**src/sv/msx_pkg.sv**
```systemverilog
// Shared types and constants of the mask outline segment extractor.
// Used by every module of the block but msx_ram; no dependencies of its own.
`default_nettype none

package msx_pkg;

   localparam int COORD_W    = 13;
   localparam int SAMPLE_W   = 16;
   localparam int SIZE_W     = 13;
   localparam int TILE_COL_W = 4;
   localparam int TILE_ROW_W = 8;
   localparam int CSR_IDX_W  = 3;
   localparam int CSR_DATA_W = 16;

   localparam int SIZE_RST = 4096;
   localparam logic [SAMPLE_W-1:0] THRESH_RST = 16'h8000;

   localparam int QUEUE_DEPTH = 4;

   // register indexes of the configuration port
   localparam logic [CSR_IDX_W-1:0] CSR_MASK_WIDTH  = 3'd0;
   localparam logic [CSR_IDX_W-1:0] CSR_MASK_HEIGHT = 3'd1;
   localparam logic [CSR_IDX_W-1:0] CSR_THRESHOLD   = 3'd2;
   localparam logic [CSR_IDX_W-1:0] CSR_TILE_COLUMN = 3'd3;
   localparam logic [CSR_IDX_W-1:0] CSR_TILE_ROW    = 3'd4;

   typedef struct packed {
      logic [COORD_W-1:0] from_x;
      logic [COORD_W-1:0] from_y;
      logic [COORD_W-1:0] to_x;
      logic [COORD_W-1:0] to_y;
   } seg_type;

   // all segments caused by one grid position
   typedef struct packed {
      logic                  h_valid;
      logic                  v_valid;
      seg_type               h_seg;
      seg_type               v_seg;
      logic [TILE_COL_W-1:0] tile_column;
      logic [TILE_ROW_W-1:0] tile_row;
      logic                  end_tile;
   } bundle_type;

   typedef struct packed {
      logic row_open;
      logic at_origin;
      logic pos_in_range;
   } status_type;

endpackage

`default_nettype wire

```
**src/sv/msx_queue.sv**
```systemverilog
// Short FIFO of segment bundles between front and back end.
// Depends on msx_pkg.
`default_nettype none

module msx_queue (
   input  wire logic                clock,
   input  wire logic                reset,
   input  wire logic                push,
   input  wire msx_pkg::bundle_type push_data,
   input  wire logic                pop,
   output msx_pkg::bundle_type      head,
   output logic                     empty,
   output logic                     full
);

   localparam int PTR_W = (msx_pkg::QUEUE_DEPTH > 1) ? $clog2(msx_pkg::QUEUE_DEPTH) : 1;
   localparam int CNT_W = $clog2(msx_pkg::QUEUE_DEPTH + 1);

   msx_pkg::bundle_type entry_ff [msx_pkg::QUEUE_DEPTH];
   logic [PTR_W-1:0] wr_ptr_ff, wr_ptr_in;
   logic [PTR_W-1:0] rd_ptr_ff, rd_ptr_in;
   logic [CNT_W-1:0] count_ff, count_in;

   function automatic logic [PTR_W-1:0] next_ptr(input logic [PTR_W-1:0] p);
      next_ptr = (p == PTR_W'(msx_pkg::QUEUE_DEPTH - 1)) ? '0 : p + PTR_W'(1);
   endfunction

   assign head  = entry_ff[rd_ptr_ff];
   assign empty = count_ff == '0;
   assign full  = count_ff == CNT_W'(msx_pkg::QUEUE_DEPTH);

   always_comb begin
      wr_ptr_in = push ? next_ptr(wr_ptr_ff) : wr_ptr_ff;
      rd_ptr_in = pop ? next_ptr(rd_ptr_ff) : rd_ptr_ff;
      count_in  = count_ff;
      if (push && !pop) begin
         count_in = count_ff + CNT_W'(1);
      end else if (pop && !push) begin
         count_in = count_ff - CNT_W'(1);
      end
   end

   always_ff @(posedge clock) begin
      if (reset) begin
         wr_ptr_ff <= '0;
         rd_ptr_ff <= '0;
         count_ff  <= '0;
      end else begin
         wr_ptr_ff <= wr_ptr_in;
         rd_ptr_ff <= rd_ptr_in;
         count_ff  <= count_in;
      end
   end

   always_ff @(posedge clock) begin
      if (push) begin
         entry_ff[wr_ptr_ff] <= push_data;
      end
   end

endmodule

`default_nettype wire

```
**config.mk**
```make
export PLATFORM = sky130hd
export DESIGN_NAME = msx_queue
export DESIGN_NICKNAME = d
export VERILOG_FILES = /design/src/sv/msx_pkg.sv /design/src/sv/msx_queue.sv
export SDC_FILE = /design/constraint.sdc
export NUM_CORES = 1
export LEC_CHECK = 0
export BUFFER_PORTS_ARGS = -buffer_cell sky130_fd_sc_hd__buf_2
export CELL_PAD_IN_SITES_DETAIL_PLACEMENT = 0
export CELL_PAD_IN_SITES_GLOBAL_PLACEMENT = 1
export CORE_ASPECT_RATIO = 1.2
export CORE_MARGIN = 10
export CORE_UTILIZATION = 40
export DETAILED_ROUTE_END_ITERATION = 8
export GPL_ROUTABILITY_DRIVEN = 0
export GPL_TIMING_DRIVEN = 0
export PLACE_DENSITY = 0.66
export SETUP_SLACK_MARGIN = 0.3
export SKIP_CTS_REPAIR_TIMING = 1
export SLEW_MARGIN = 20
export SYNTH_ARGS = -nofsm -noshare
export SYNTH_HDL_FRONTEND = slang
export SYNTH_SLANG_ARGS = --single-unit
```
**constraint.sdc**
```tcl
create_clock -name clock -period 4.5 [get_ports clock]
set_input_delay 0 -clock clock [delete_from_list [all_inputs] [get_ports clock]]
set_output_delay 0 -clock clock [all_outputs]
set_load 0.01 [all_outputs]
```
# Word level (Yosys, flattened, before mapping)
# Memories as Yosys holds them, arrays and structs flattened. A register that Yosys moved wholly into a read port is not among the register bits.
# Index checks and enable logic that the tools add are counted.
[totals]
register_bits = 7
ram_bits = 476
inputBits = 123
output_inout_bits = 121
wordCells = 25
n_memories = 1
[mem_list]
columns = ["memory", "words", "word_bits", "read_ports", "rd_ports_with_merged_regs", "wr", "line", "source"]
rows = [
  ["entry_ff", 4, 119, 1, 1, 1, "msx_queue.sv:19", "msx_pkg::bundle_type entry_ff [msx_pkg::QUEUE_DEPTH];"],
]
[op_classes]
n_addsub = 4
eq_ne = 3
mux = 8
n_reduce_logical = 6
[ops]
columns = ["operator", "n"]
rows = [
  ["2-to-1 mux 2 bit", 4],
  ["2-to-1 mux 3 bit", 2],
  ["adder 2 x 1 -> 2 bit, second input constant", 2],
  ["equality test 2 bit, second input constant", 2],
  ["adder 3 x 1 -> 3 bit, second input constant", 1],
  ["equality test 3 bit, second input constant", 1],
  ["zero test 3 bit", 1],
  ["subtractor 3 x 1 -> 3 bit, second input constant", 1],
  ["logical AND 1 bit", 2],
  ["zero test 1 bit", 2],
  ["2-to-1 mux 1 bit", 2],
  ["nonzero test 2 bit", 1],
]

# Depth between registers and ports, before layout
[logic_depth]
depth_word = 4
depth_mapped = 7

# Worst setup path after synthesis
# OpenSTA, ideal clock, no wires.
[synth_timing]
path_kind = "register to register"
start = "reg wr_ptr_ff[0]"
end = "mem entry_ff[3][0] in the netlist's numbering (enable)"
setup_ns = 0.491
t_arrival_ns = 3.280
setup_slack_ns = 0.728
path_stages_with_launch = 3
period_less_slack_ns = 3.772
cell_sequence = "dfxtp_1 -> ha_1 -> and2_1"
[synth_rtl]
columns = ["element", "line", "source"]
rows = [
  ["start, declared", "msx_queue.sv:20", "logic [PTR_W-1:0] wr_ptr_ff, wr_ptr_in;"],
  ["start signal, assigned", "msx_queue.sv:49", "wr_ptr_ff <= wr_ptr_in;"],
  ["end, declared", "msx_queue.sv:19", ""],
]
# No word-level cell before the write port.

==> metrics.txt <==
crit-path max cell delay 0.74 ns; clock buffer depth 3; setup ws final 1.87 ns; clk_skew 0.0146 ns; die area 53100 um2; CP Launch Type flip-flop; Post-synth EDFFs 476; Post-DP Area 19900 um2; Sinks on Clock Net 485; initial core utilization 40.4%; most common cell in the netlist edfxtp_1; Most common cell on crit path buf_2; Setup CP Type reg -> out; first-pass GRT wire length 54900 um; Synth-to-Final Area Change 28.1%; sequential share of the synthesized area 81.7%; H-tree depth 2; Synth cell types 19; Overflow after GRT 0; CP top delay family buffers and inverters; vias in the first global route 8610; Hold Vio Cnt, Final 0; WL per Instance 22.0 um; initial antenna violation count 5; residual DRC count 0; Hold Path Sink entry_ff[3][106]; syn_nets 795; unrepaired setup endpoints after global routing false; status completed; Mapped Cells 665; ys flop type edfxtp_1; pwr dens 446 nW/um2; crit end category output pin; Yosys top cell by area edfxtp_1; Seq cells post-synth 485; Async S/R FF share, synth 0%; largest net degree at the start of global routing 44; max_cap viols 0; Clk Latency, worst-skew pair 0.59 ns; r2r startpoint wr_ptr_ff[0]; CP max FO 11; pre-CTS setup slack 2.32 ns; total number of vias 8352; die height 251 um; synth cell count leaders edfxtp_1, mux4_2, buf_2; clock root buffer clkbuf_16; 1st-pass router iterations 4; share of cells above drive strength 1 41.7%; Final Cycle Share 58.5%; Ports 244; final core utilization 51.8%; Core Area 43800 um2; Global Route Usage Sum 13.8%; CP Data Arrival Time 2.63 ns; DRT iter0 DRCs 320; Final ANT Viol Nets 0; Hold Crit Depth 2; Final Critical Period 2.63 ns; Post-Syn Area 17700 um2; hold crit path type in -> reg; die width 212 um; Power, Total 10.1 mW; Synth top area share 80.7%; maximum vdd drop 0.371 mV; worst reg2reg path endpoint entry_ff[1][16]; min-delay src push_data[106]; Routed Wire Length 37300 um; crit path cell chain clkbuf_1 > buf_2 > mux4_2 > buf_2; Buffers & Inverters on Critical Path 3; flop-to-flop setup slack 2.60 ns; clock transition at the registers of the reported paths 0.06 ns; fin nets 1220; Max Slew Vio Count 0; fmax 380 MHz; final HPWL from detailed placement 23700 um; Worst Tran Pin Value 0.991 ns; worst r2r path cells 4; Ys Warns 0; WP data required 4.50 ns; leakage 7.75 nW; # rows 84; Num CTS Buffers 47; CTS tree done; relative slew slack 33.9%; PortBufs 243; vias per std cell 4.94; synth top area cells edfxtp_1, mux4_2, buf_12; slowest stage cell, crit path clkbuf_1; Avg Cell Area, Syn 26.6 um2; design area 22700 um2; Finish-stage setup viols 0
placed cells by master (no fill, tap or decap), drive strengths merged, types with 4 or more instances in the layout:
cell type,Yosys,routed
dfxtp,9,9
nor2,7,7
bufinv,0,5
inv,4,5
buf,25,279
mux4,119,119
and2,4,4
diode,0,4
edfxtp,476,476
clkbuf,1,58
ha,6,6
dlygate4sd3,0,122
clkinv,0,23
mux2i,4,4
worst max path at each step:
stage	endpoint	slack (ns)	depth (start not counted)
after floorplan	entry_ff[3][0]	0.73	2
final	head[7]	1.87	4
after detailed placement	head[22]	2.32	4
after global routing	head[5]	1.65	4
after CTS	head[13]	1.68	4
after global placement	entry_ff[0][72]	-1.79	3
power by group:
part           switching [mW]  internal [mW]
Clock                    1.64           2.27
Combinational           0.513          0.483
Sequential             0.0439           5.18
Total                    2.19           7.92
sequential cells by signal, summed over array words and instances, names as in the netlist, named ones only:
register	count
count_ff	3
entry_ff	476
rd_ptr_ff	2
wr_ptr_ff	2
through the flow:
step	hold WS, ns	setup TNS, ns	cells
2_1_floorplan	0.0691	0	665
3_3_place_gp	0.211	-813.77	1467
3_5_place_dp	0.215	0	1478
4_1_cts	-0.422	0	1566
5_1_grt	0.137	0	1691
6_report	0.165	0	1692
worst register-to-register path, cell delays in order (launching register included):
cell and delay [ns]:
dfxtp_1 0.40, ha_1 0.17, and2_4 0.39, buf_16 0.32
buf_12 0.26
cell type report:
class | instances | area [um2]
Antenna cell | 4 | 10.0
Buffer | 26 | 298
Clock buffer | 57 | 1240
Clock inverter | 31 | 308
Fill cell | 3474 | 21100
Inverter | 4 | 15.0
Multi-Input combinational cell | 150 | 2940
Sequential cell | 485 | 14500
Tap cell | 559 | 699
Timing Repair Buffer | 376 | 2710
per-layer routing:
layer | vias to the layer above | wire, um | part of all wire [%] | GRT usage [%]
met4 | 0 | 822 | 2.2 | 4.42
met1 | 4375 | 14800 | 40 | 16.6
met3 | 50 | 2180 | 5.9 | 4.09
met5 | - | 0 | 0 | 0
li1 | 3737 | - | - | -
met2 | 190 | 19500 | 52 | 23.2
cells by family after synthesis:
logic type	count (synthesis)	share of synthesized area (%)
simple gates	15	0.438
flops	485	81.7
mux	123	15.4
compound gates	3	0.0847
buf+inv	30	1.77
xor+xnor	2	0.0989
fa+ha+maj	7	0.537
Note: power is estimated with default switching activity, not from simulation.
