$ cat src/sv/msx_pkg.sv
// Shared types and constants of the mask outline segment extractor.
// Used by every module of the block but msx_ram; no dependencies of its own.
`default_nettype none

package msx_pkg;

   localparam int COORD_W    = 13;
   localparam int SAMPLE_W   = 16;
   localparam int SIZE_W     = 13;
   localparam int TILE_COL_W = 4;
   localparam int TILE_ROW_W = 8;
   localparam int CSR_IDX_W  = 3;
   localparam int CSR_DATA_W = 16;

   localparam int SIZE_RST = 4096;
   localparam logic [SAMPLE_W-1:0] THRESH_RST = 16'h8000;

   localparam int QUEUE_DEPTH = 4;

   // register indexes of the configuration port
   localparam logic [CSR_IDX_W-1:0] CSR_MASK_WIDTH  = 3'd0;
   localparam logic [CSR_IDX_W-1:0] CSR_MASK_HEIGHT = 3'd1;
   localparam logic [CSR_IDX_W-1:0] CSR_THRESHOLD   = 3'd2;
   localparam logic [CSR_IDX_W-1:0] CSR_TILE_COLUMN = 3'd3;
   localparam logic [CSR_IDX_W-1:0] CSR_TILE_ROW    = 3'd4;

   typedef struct packed {
      logic [COORD_W-1:0] from_x;
      logic [COORD_W-1:0] from_y;
      logic [COORD_W-1:0] to_x;
      logic [COORD_W-1:0] to_y;
   } seg_type;

   // all segments caused by one grid position
   typedef struct packed {
      logic                  h_valid;
      logic                  v_valid;
      seg_type               h_seg;
      seg_type               v_seg;
      logic [TILE_COL_W-1:0] tile_column;
      logic [TILE_ROW_W-1:0] tile_row;
      logic                  end_tile;
   } bundle_type;

   typedef struct packed {
      logic row_open;
      logic at_origin;
      logic pos_in_range;
   } status_type;

endpackage

`default_nettype wire

$ cat src/sv/msx_back.sv
// Back end: takes bundles from the queue and sends their segments one item
// per cycle while rsp_stall is low, horizontal before vertical. Depends on msx_pkg.
`default_nettype none

module msx_back (
   input  wire logic                          clock,
   input  wire logic                          reset,
   input  wire logic                          q_empty,
   input  wire msx_pkg::bundle_type           q_head,
   output logic                               q_pop,
   output logic                               rsp_valid,
   input  wire logic                          rsp_stall,
   output msx_pkg::seg_type                   rsp_seg,
   output logic                               rsp_is_vertical,
   output logic [msx_pkg::TILE_COL_W-1:0]     rsp_tile_column,
   output logic [msx_pkg::TILE_ROW_W-1:0]     rsp_tile_row,
   output logic                               rsp_last_of_item,
   output logic                               rsp_last_of_tile
);

   msx_pkg::bundle_type cur_ff, cur_in;
   logic h_pend_ff, h_pend_in;
   logic v_pend_ff, v_pend_in;
   logic take, done;

   assign rsp_valid = h_pend_ff || v_pend_ff;
   assign take      = rsp_valid && !rsp_stall;
   assign done      = take && !(h_pend_ff && v_pend_ff);
   assign q_pop     = (!rsp_valid || done) && !q_empty;

   always_comb begin
      cur_in    = cur_ff;
      h_pend_in = h_pend_ff;
      v_pend_in = v_pend_ff;
      if (q_pop) begin
         cur_in    = q_head;
         h_pend_in = q_head.h_valid;
         v_pend_in = q_head.v_valid;
      end else if (done) begin
         h_pend_in = 1'b0;
         v_pend_in = 1'b0;
      end else if (take) begin
         // horizontal segment gone, vertical one follows
         h_pend_in = 1'b0;
      end
   end

   always_ff @(posedge clock) begin
      if (reset) begin
         h_pend_ff <= 1'b0;
         v_pend_ff <= 1'b0;
      end else begin
         h_pend_ff <= h_pend_in;
         v_pend_ff <= v_pend_in;
      end
   end

   always_ff @(posedge clock) begin
      cur_ff <= cur_in;
   end

   assign rsp_seg          = h_pend_ff ? cur_ff.h_seg : cur_ff.v_seg;
   assign rsp_is_vertical  = !h_pend_ff;
   assign rsp_tile_column  = cur_ff.tile_column;
   assign rsp_tile_row     = cur_ff.tile_row;
   assign rsp_last_of_item = !(h_pend_ff && v_pend_ff);
   assign rsp_last_of_tile = cur_ff.end_tile;

endmodule

`default_nettype wire

$ cat config.mk
export PLATFORM = sky130hd
export DESIGN_NAME = msx_back
export DESIGN_NICKNAME = d
export VERILOG_FILES = /design/src/sv/msx_pkg.sv /design/src/sv/msx_back.sv
export SDC_FILE = /design/constraint.sdc
export NUM_CORES = 1
export LEC_CHECK = 0
export ABC_AREA = 1
export ABC_CLOCK_PERIOD_IN_PS = 4950
export BUFFER_PORTS_ARGS = -buffer_cell sky130_fd_sc_hd__buf_2
export CAP_MARGIN = 20
export CORE_ASPECT_RATIO = 1.1
export CORE_MARGIN = 3
export CORE_UTILIZATION = 49
export CTS_BUF_LIST = sky130_fd_sc_hd__clkbuf_2 sky130_fd_sc_hd__clkbuf_4 sky130_fd_sc_hd__clkbuf_8
export CTS_CLUSTER_DIAMETER = 150
export DETAILED_ROUTE_END_ITERATION = 10
export PLACE_DENSITY = 0.82
export SLEW_MARGIN = 20
export SYNTH_ARGS = -nofsm -noshare
export SYNTH_HDL_FRONTEND = slang
export SYNTH_SLANG_ARGS = --single-unit
$ cat constraint.sdc
create_clock -name clock -period 4.95 [get_ports clock]
set_input_delay 0.2475 -clock clock [delete_from_list [all_inputs] [get_ports clock]]
set_output_delay 0.2475 -clock clock [all_outputs]
set_load 0.1 [all_outputs]
# == Yosys cells after proc, flatten, opt, wreduce, memory -nomap -nowiden ==
# Index checks and enable logic that the tools add are counted.
# classes
n_addsub,0
multipliers,0
n_div,0
n_lt_le_gt_ge,0
eq_ne,0
shift,0
muxes,6
bitwise_logic,0
n_reduce_logical,13
# op_table
op,count
52-bit 2-to-1 mux,1
1-bit logical NOT,5
1-bit 2-to-1 mux,5
1-bit logical AND,4
3-bit nonzero test,1
1-bit logical OR,2
2-bit nonzero test,1
# totals
reg_bits,119
latch_bits,0
ram_bits,0
rom_bits,0
input_bits,123
output_inout_bits,69
elab_cells,32
n_memories,0

# == Logic depth before layout (Yosys ltp) ==
# depth
ltp_word,6
mapped_depth,5
depth_no_buf,4

# == Least setup slack after synthesis ==
# No wires, ideal clock.
# synth_path
path_type,reg2reg
from,reg h_pend_ff
to,"reg cur_ff[100] (netlist bit), enable pin"
setup_ns,0.523
arrival_time_ns,4.574
t_required_ns,4.427
path_slack_ns,-0.147
stages_incl_launch_ff,4
path_buffers,0
period_less_slack_ns,5.097
cell_sequence,dfxtp_1 > nand2_1 > a21o_1 > and2_1
# synth_via
elab_chain_len,5
elab_cells_between_ends,8
cone_classes,8 x reduce/logical
# synth_lines
element,line,source
"start, declared",msx_back.sv:22,"logic h_pend_ff, h_pend_in;"
"start signal, assigned",msx_back.sv:53,h_pend_ff <= h_pend_in;
1-bit logical AND,--,
1-bit logical NOT,--,
named net rsp_last_of_item,msx_back.sv:17,"output logic rsp_last_of_item,"
1-bit logical AND,msx_back.sv:28,assign done = take && !(h_pend_ff && v_pend_ff);
1-bit logical OR,msx_back.sv:29,assign q_pop = (!rsp_valid || done) && !q_empty;
1-bit logical AND,msx_back.sv:29,
named net q_pop,msx_back.sv:10,"output logic q_pop,"
"end signal, assigned",msx_back.sv:59,cur_ff <= cur_in;
"end, declared",msx_back.sv:21,"msx_pkg::bundle_type cur_ff, cur_in;"
# The timed path passes the listed nets, and every way through them passes these cells.
# A chain may end at the register's enable or synchronous reset.

# == Worst setup path in the final report ==
# layout_path
from,reg h_pend_ff
to,out q_pop
# layout_via
elab_chain_len,5
elab_cells_between_ends,8
cone_classes,8 x reduce/logical
# layout_lines
element,line
1-bit logical OR / 1-bit logical AND (equally long branches),"msx_back.sv:26, msx_back.sv:28"
1-bit logical AND / 1-bit logical NOT (equally long branches),"msx_back.sv:27, msx_back.sv:28"
1-bit logical AND,msx_back.sv:28
1-bit logical OR (*),msx_back.sv:29
1-bit logical AND (*),msx_back.sv:29
"end, declared",msx_back.sv:10
# Every way passes the cells marked *; elsewhere a longest branch is shown, timed or not.

==> results.md <==
* Status: finished, final reports clean
* RR Endpoint: cur_ff[22]$_DFFE_PP_
* Final WS setup at 2.04 ns
* Mean post-synth cell area at 14.1 um^2
* Slew margin rel. at 0.279
* Routed Antenna Nets at 0
* Clk root buf: clkbuf_8
* Detailed Route WL at 12200 um
* Leak pwr at 3.08 nW
* Tmin final at 2.91 ns
* R2R cell count at 4
* Largest net degree at the start of global routing at 58
* Yosys warns at 0
* # IOs at 192
* Critical path type: flop to primary output
* Post-CTS setup buffers at 0
* Post-DP HPWL at 6250 um
* Port Buffer Count at 191
* Vias per cell at 4.77
* Initial drt markers at 204
* CTS resizes at 0
* Die width at 96.4 um
* Clock tree sinks at 119
* Worst setup SP type: flop
* Clock-pin slew on the worst setup and hold paths at 0.06 ns
* DRT Pass-1 Iters at 5
* Post-DR wirelength/cell at 16.4 um
* Cell taking the most area after synthesis: edfxtp_1
* Reg-to-reg startpoint: h_pend_ff$_SDFFE_PP0P_
* Net Count, Synth at 435
* Post-Syn Instances at 312
* Post-place setup slack at 2.34 ns
* Final hold violations at 0
* Most frequent cell after synthesis: nand2_1
* Worst R2R Setup Slack at 2.29 ns
* Global route overflow at 0
* Main flop type after synthesis: edfxtp_1
* Via count at 3531
* Residual DRC at 0
* Clk_skew at 0.0120 ns
* First-pass GRT wire length at 18600 um
* Setup violators final at 0
* Core Util, Final at 0.808
* Worst VDD drop at 295 uV
* Seq/Total Area, Yosys at 0.807
* Placer congestion estimate at 0.724
* Post-synth cell types at 13
* Chip height at 105 um
* F_max at 344 MHz
* Arrival @ worst endpoint at 2.66 ns
* Worst Hold Launch: q_head[53]
* Worst min path class: primary input to flop
* Yosys reg bits at 119
* Synth cell count leaders: nand2_1, edfxtp_1, buf_4
* Worst-Skew Late Latency at 0.41 ns
* CP Capture Type: primary output
* GRT Util Overall at 0.250
* Hold Path Sink: cur_ff[53]$_DFFE_PP_
* Die footprint at 10200 um^2
* Cell Pwr Density at 400 nW/um^2
* Initial Utilization at 0.515
* Area Growth Syn to Fin at 56.8%
* Layout Nets at 740
* Mapped Area at 4400 um^2
* Number of global-route vias before repair at 3793
* TritonCTS buffer count at 17
* Min-Delay Path Depth at 1
* H-tree depth at 4
* Post-synth ARST share at 0
* Slew Limit Fails at 0
* Worst Tran Pin Value at 1.08 ns
* Max_cap viols at 0
* Deepest clock path buffer count at 2
* CORE AREA at 8540 um^2
* Setup_tns at 0 ns
* CTS tree: built
* RSZ-0062 raised after global routing: no
* CP Data Required Time at 4.70 ns
* Ant. Diodes at 0
* Final critical-path share of the clock period at 0.588
* Synth area leaders: edfxtp_1, nand2_1, buf_4
* Num rows at 35
* Initial antenna violation count at 0
* Post-synth top area share at 0.798
* CP Max Fanout at 57
* Share of layout cells above drive strength 1 at 0.356
* Post-synth EDFFs at 117
cell usage in the layout, fill, tap and decap left out:
| cell | n |
|---|---|
| o21ai_0 | 1 |
| edfxtp_1 | 117 |
| buf_2 | 191 |
| dlygate4sd3_1 | 116 |
| bufinv_16 | 4 |
| inv_4 | 1 |
| dfxtp_1 | 1 |
| nand2_1 | 158 |
| nand3_1 | 2 |
| clkinv_2 | 2 |
| dfxtp_2 | 1 |
| and2_4 | 1 |
| nor2_1 | 1 |
| a21o_1 | 1 |
| clkinvlp_4 | 3 |
| a21oi_1 | 2 |
| clkinv_4 | 2 |
| clkinv_1 | 4 |
| clkbuf_8 | 17 |
| buf_4 | 2 |
| inv_1 | 3 |
layout make-up:
type,count,area [um^2]
repair buffers,309,2130
fillers,427,1640
multi-input cells,166,638
clock buffers,17,234
inverters,4,17.5
well taps,111,139
flip-flops and latches,119,3550
clock inverters,15,185
layer usage:
layer	track usage	routed length, um	vias to the layer above
li1	-	-	1655
met1	0.252	4170	1653
met2	0.454	6730	190
met3	0.0828	901	33
met4	0.112	367	0
met5	0	0	-
what timing repair did:
action,CTS,global route
hold buffers,116,0
setup endpoints to repair,0,0
hold endpoints to repair,117,0
critical path: stages (launching register included):
cell and delay (ns):
dfxtp_2 0.65, nor2_1 0.30, a21o_1 0.17, and2_4 0.56, buf_2 0.56
power breakdown:
group,internal [mW],switching [mW]
Clock,0.541,0.374
Sequential,1.19,0.0258
Combinational,0.146,0.486
worst max-delay path by stage:
| stage | from | end |
|---|---|---|
| finish | h_pend_ff$_SDFFE_PP0P_ | q_pop |
| global route | h_pend_ff$_SDFFE_PP0P_ | q_pop |
| CTS | h_pend_ff$_SDFFE_PP0P_ | q_pop |
| detailed placement | h_pend_ff$_SDFFE_PP0P_ | cur_ff[23]$_DFFE_PP_ |
| global placement | h_pend_ff$_SDFFE_PP0P_ | cur_ff[72]$_DFFE_PP_ |
| floorplan | h_pend_ff$_SDFFE_PP0P_ | cur_ff[100]$_DFFE_PP_ |
per-stage QoR:
| stage | std cells | power [mW] | area [um^2] | hold slack, ns |
|---|---|---|---|---|
| after CTS | 741 | 2.76 | 6900 | 0.000557 |
| after detailed placement | 593 | 1.78 | 5320 | 0.416 |
| after global routing | 741 | 2.85 | 6900 | 0.00153 |
| final | 741 | 2.76 | 6900 | 0.0377 |
| after floorplan | 312 | 1.68 | 4400 | 0.317 |
| after global placement | 593 | 1.77 | 5320 | 0.422 |
cell families (layout without fill, tap and decap cells):
group / count (synthesis) / in the layout / synth area share
AO/OA/AOI/OAI: 4 / 4 / 0.00512
buffers and inverters: 27 / 345 / 0.0483
flip-flops: 119 / 119 / 0.807
AND/OR/NAND/NOR: 162 / 162 / 0.139
registers in the layout (all words and copies together), names as in the netlist:
| signal | cells |
|---|---|
| cur_ff | 104 |
| h_pend_ff | 1 |
| rsp_last_of_tile | 1 |
| rsp_tile_column | 4 |
| rsp_tile_row | 8 |
| v_pend_ff | 1 |
No activity file was read; power rests on OpenSTA's default activity.
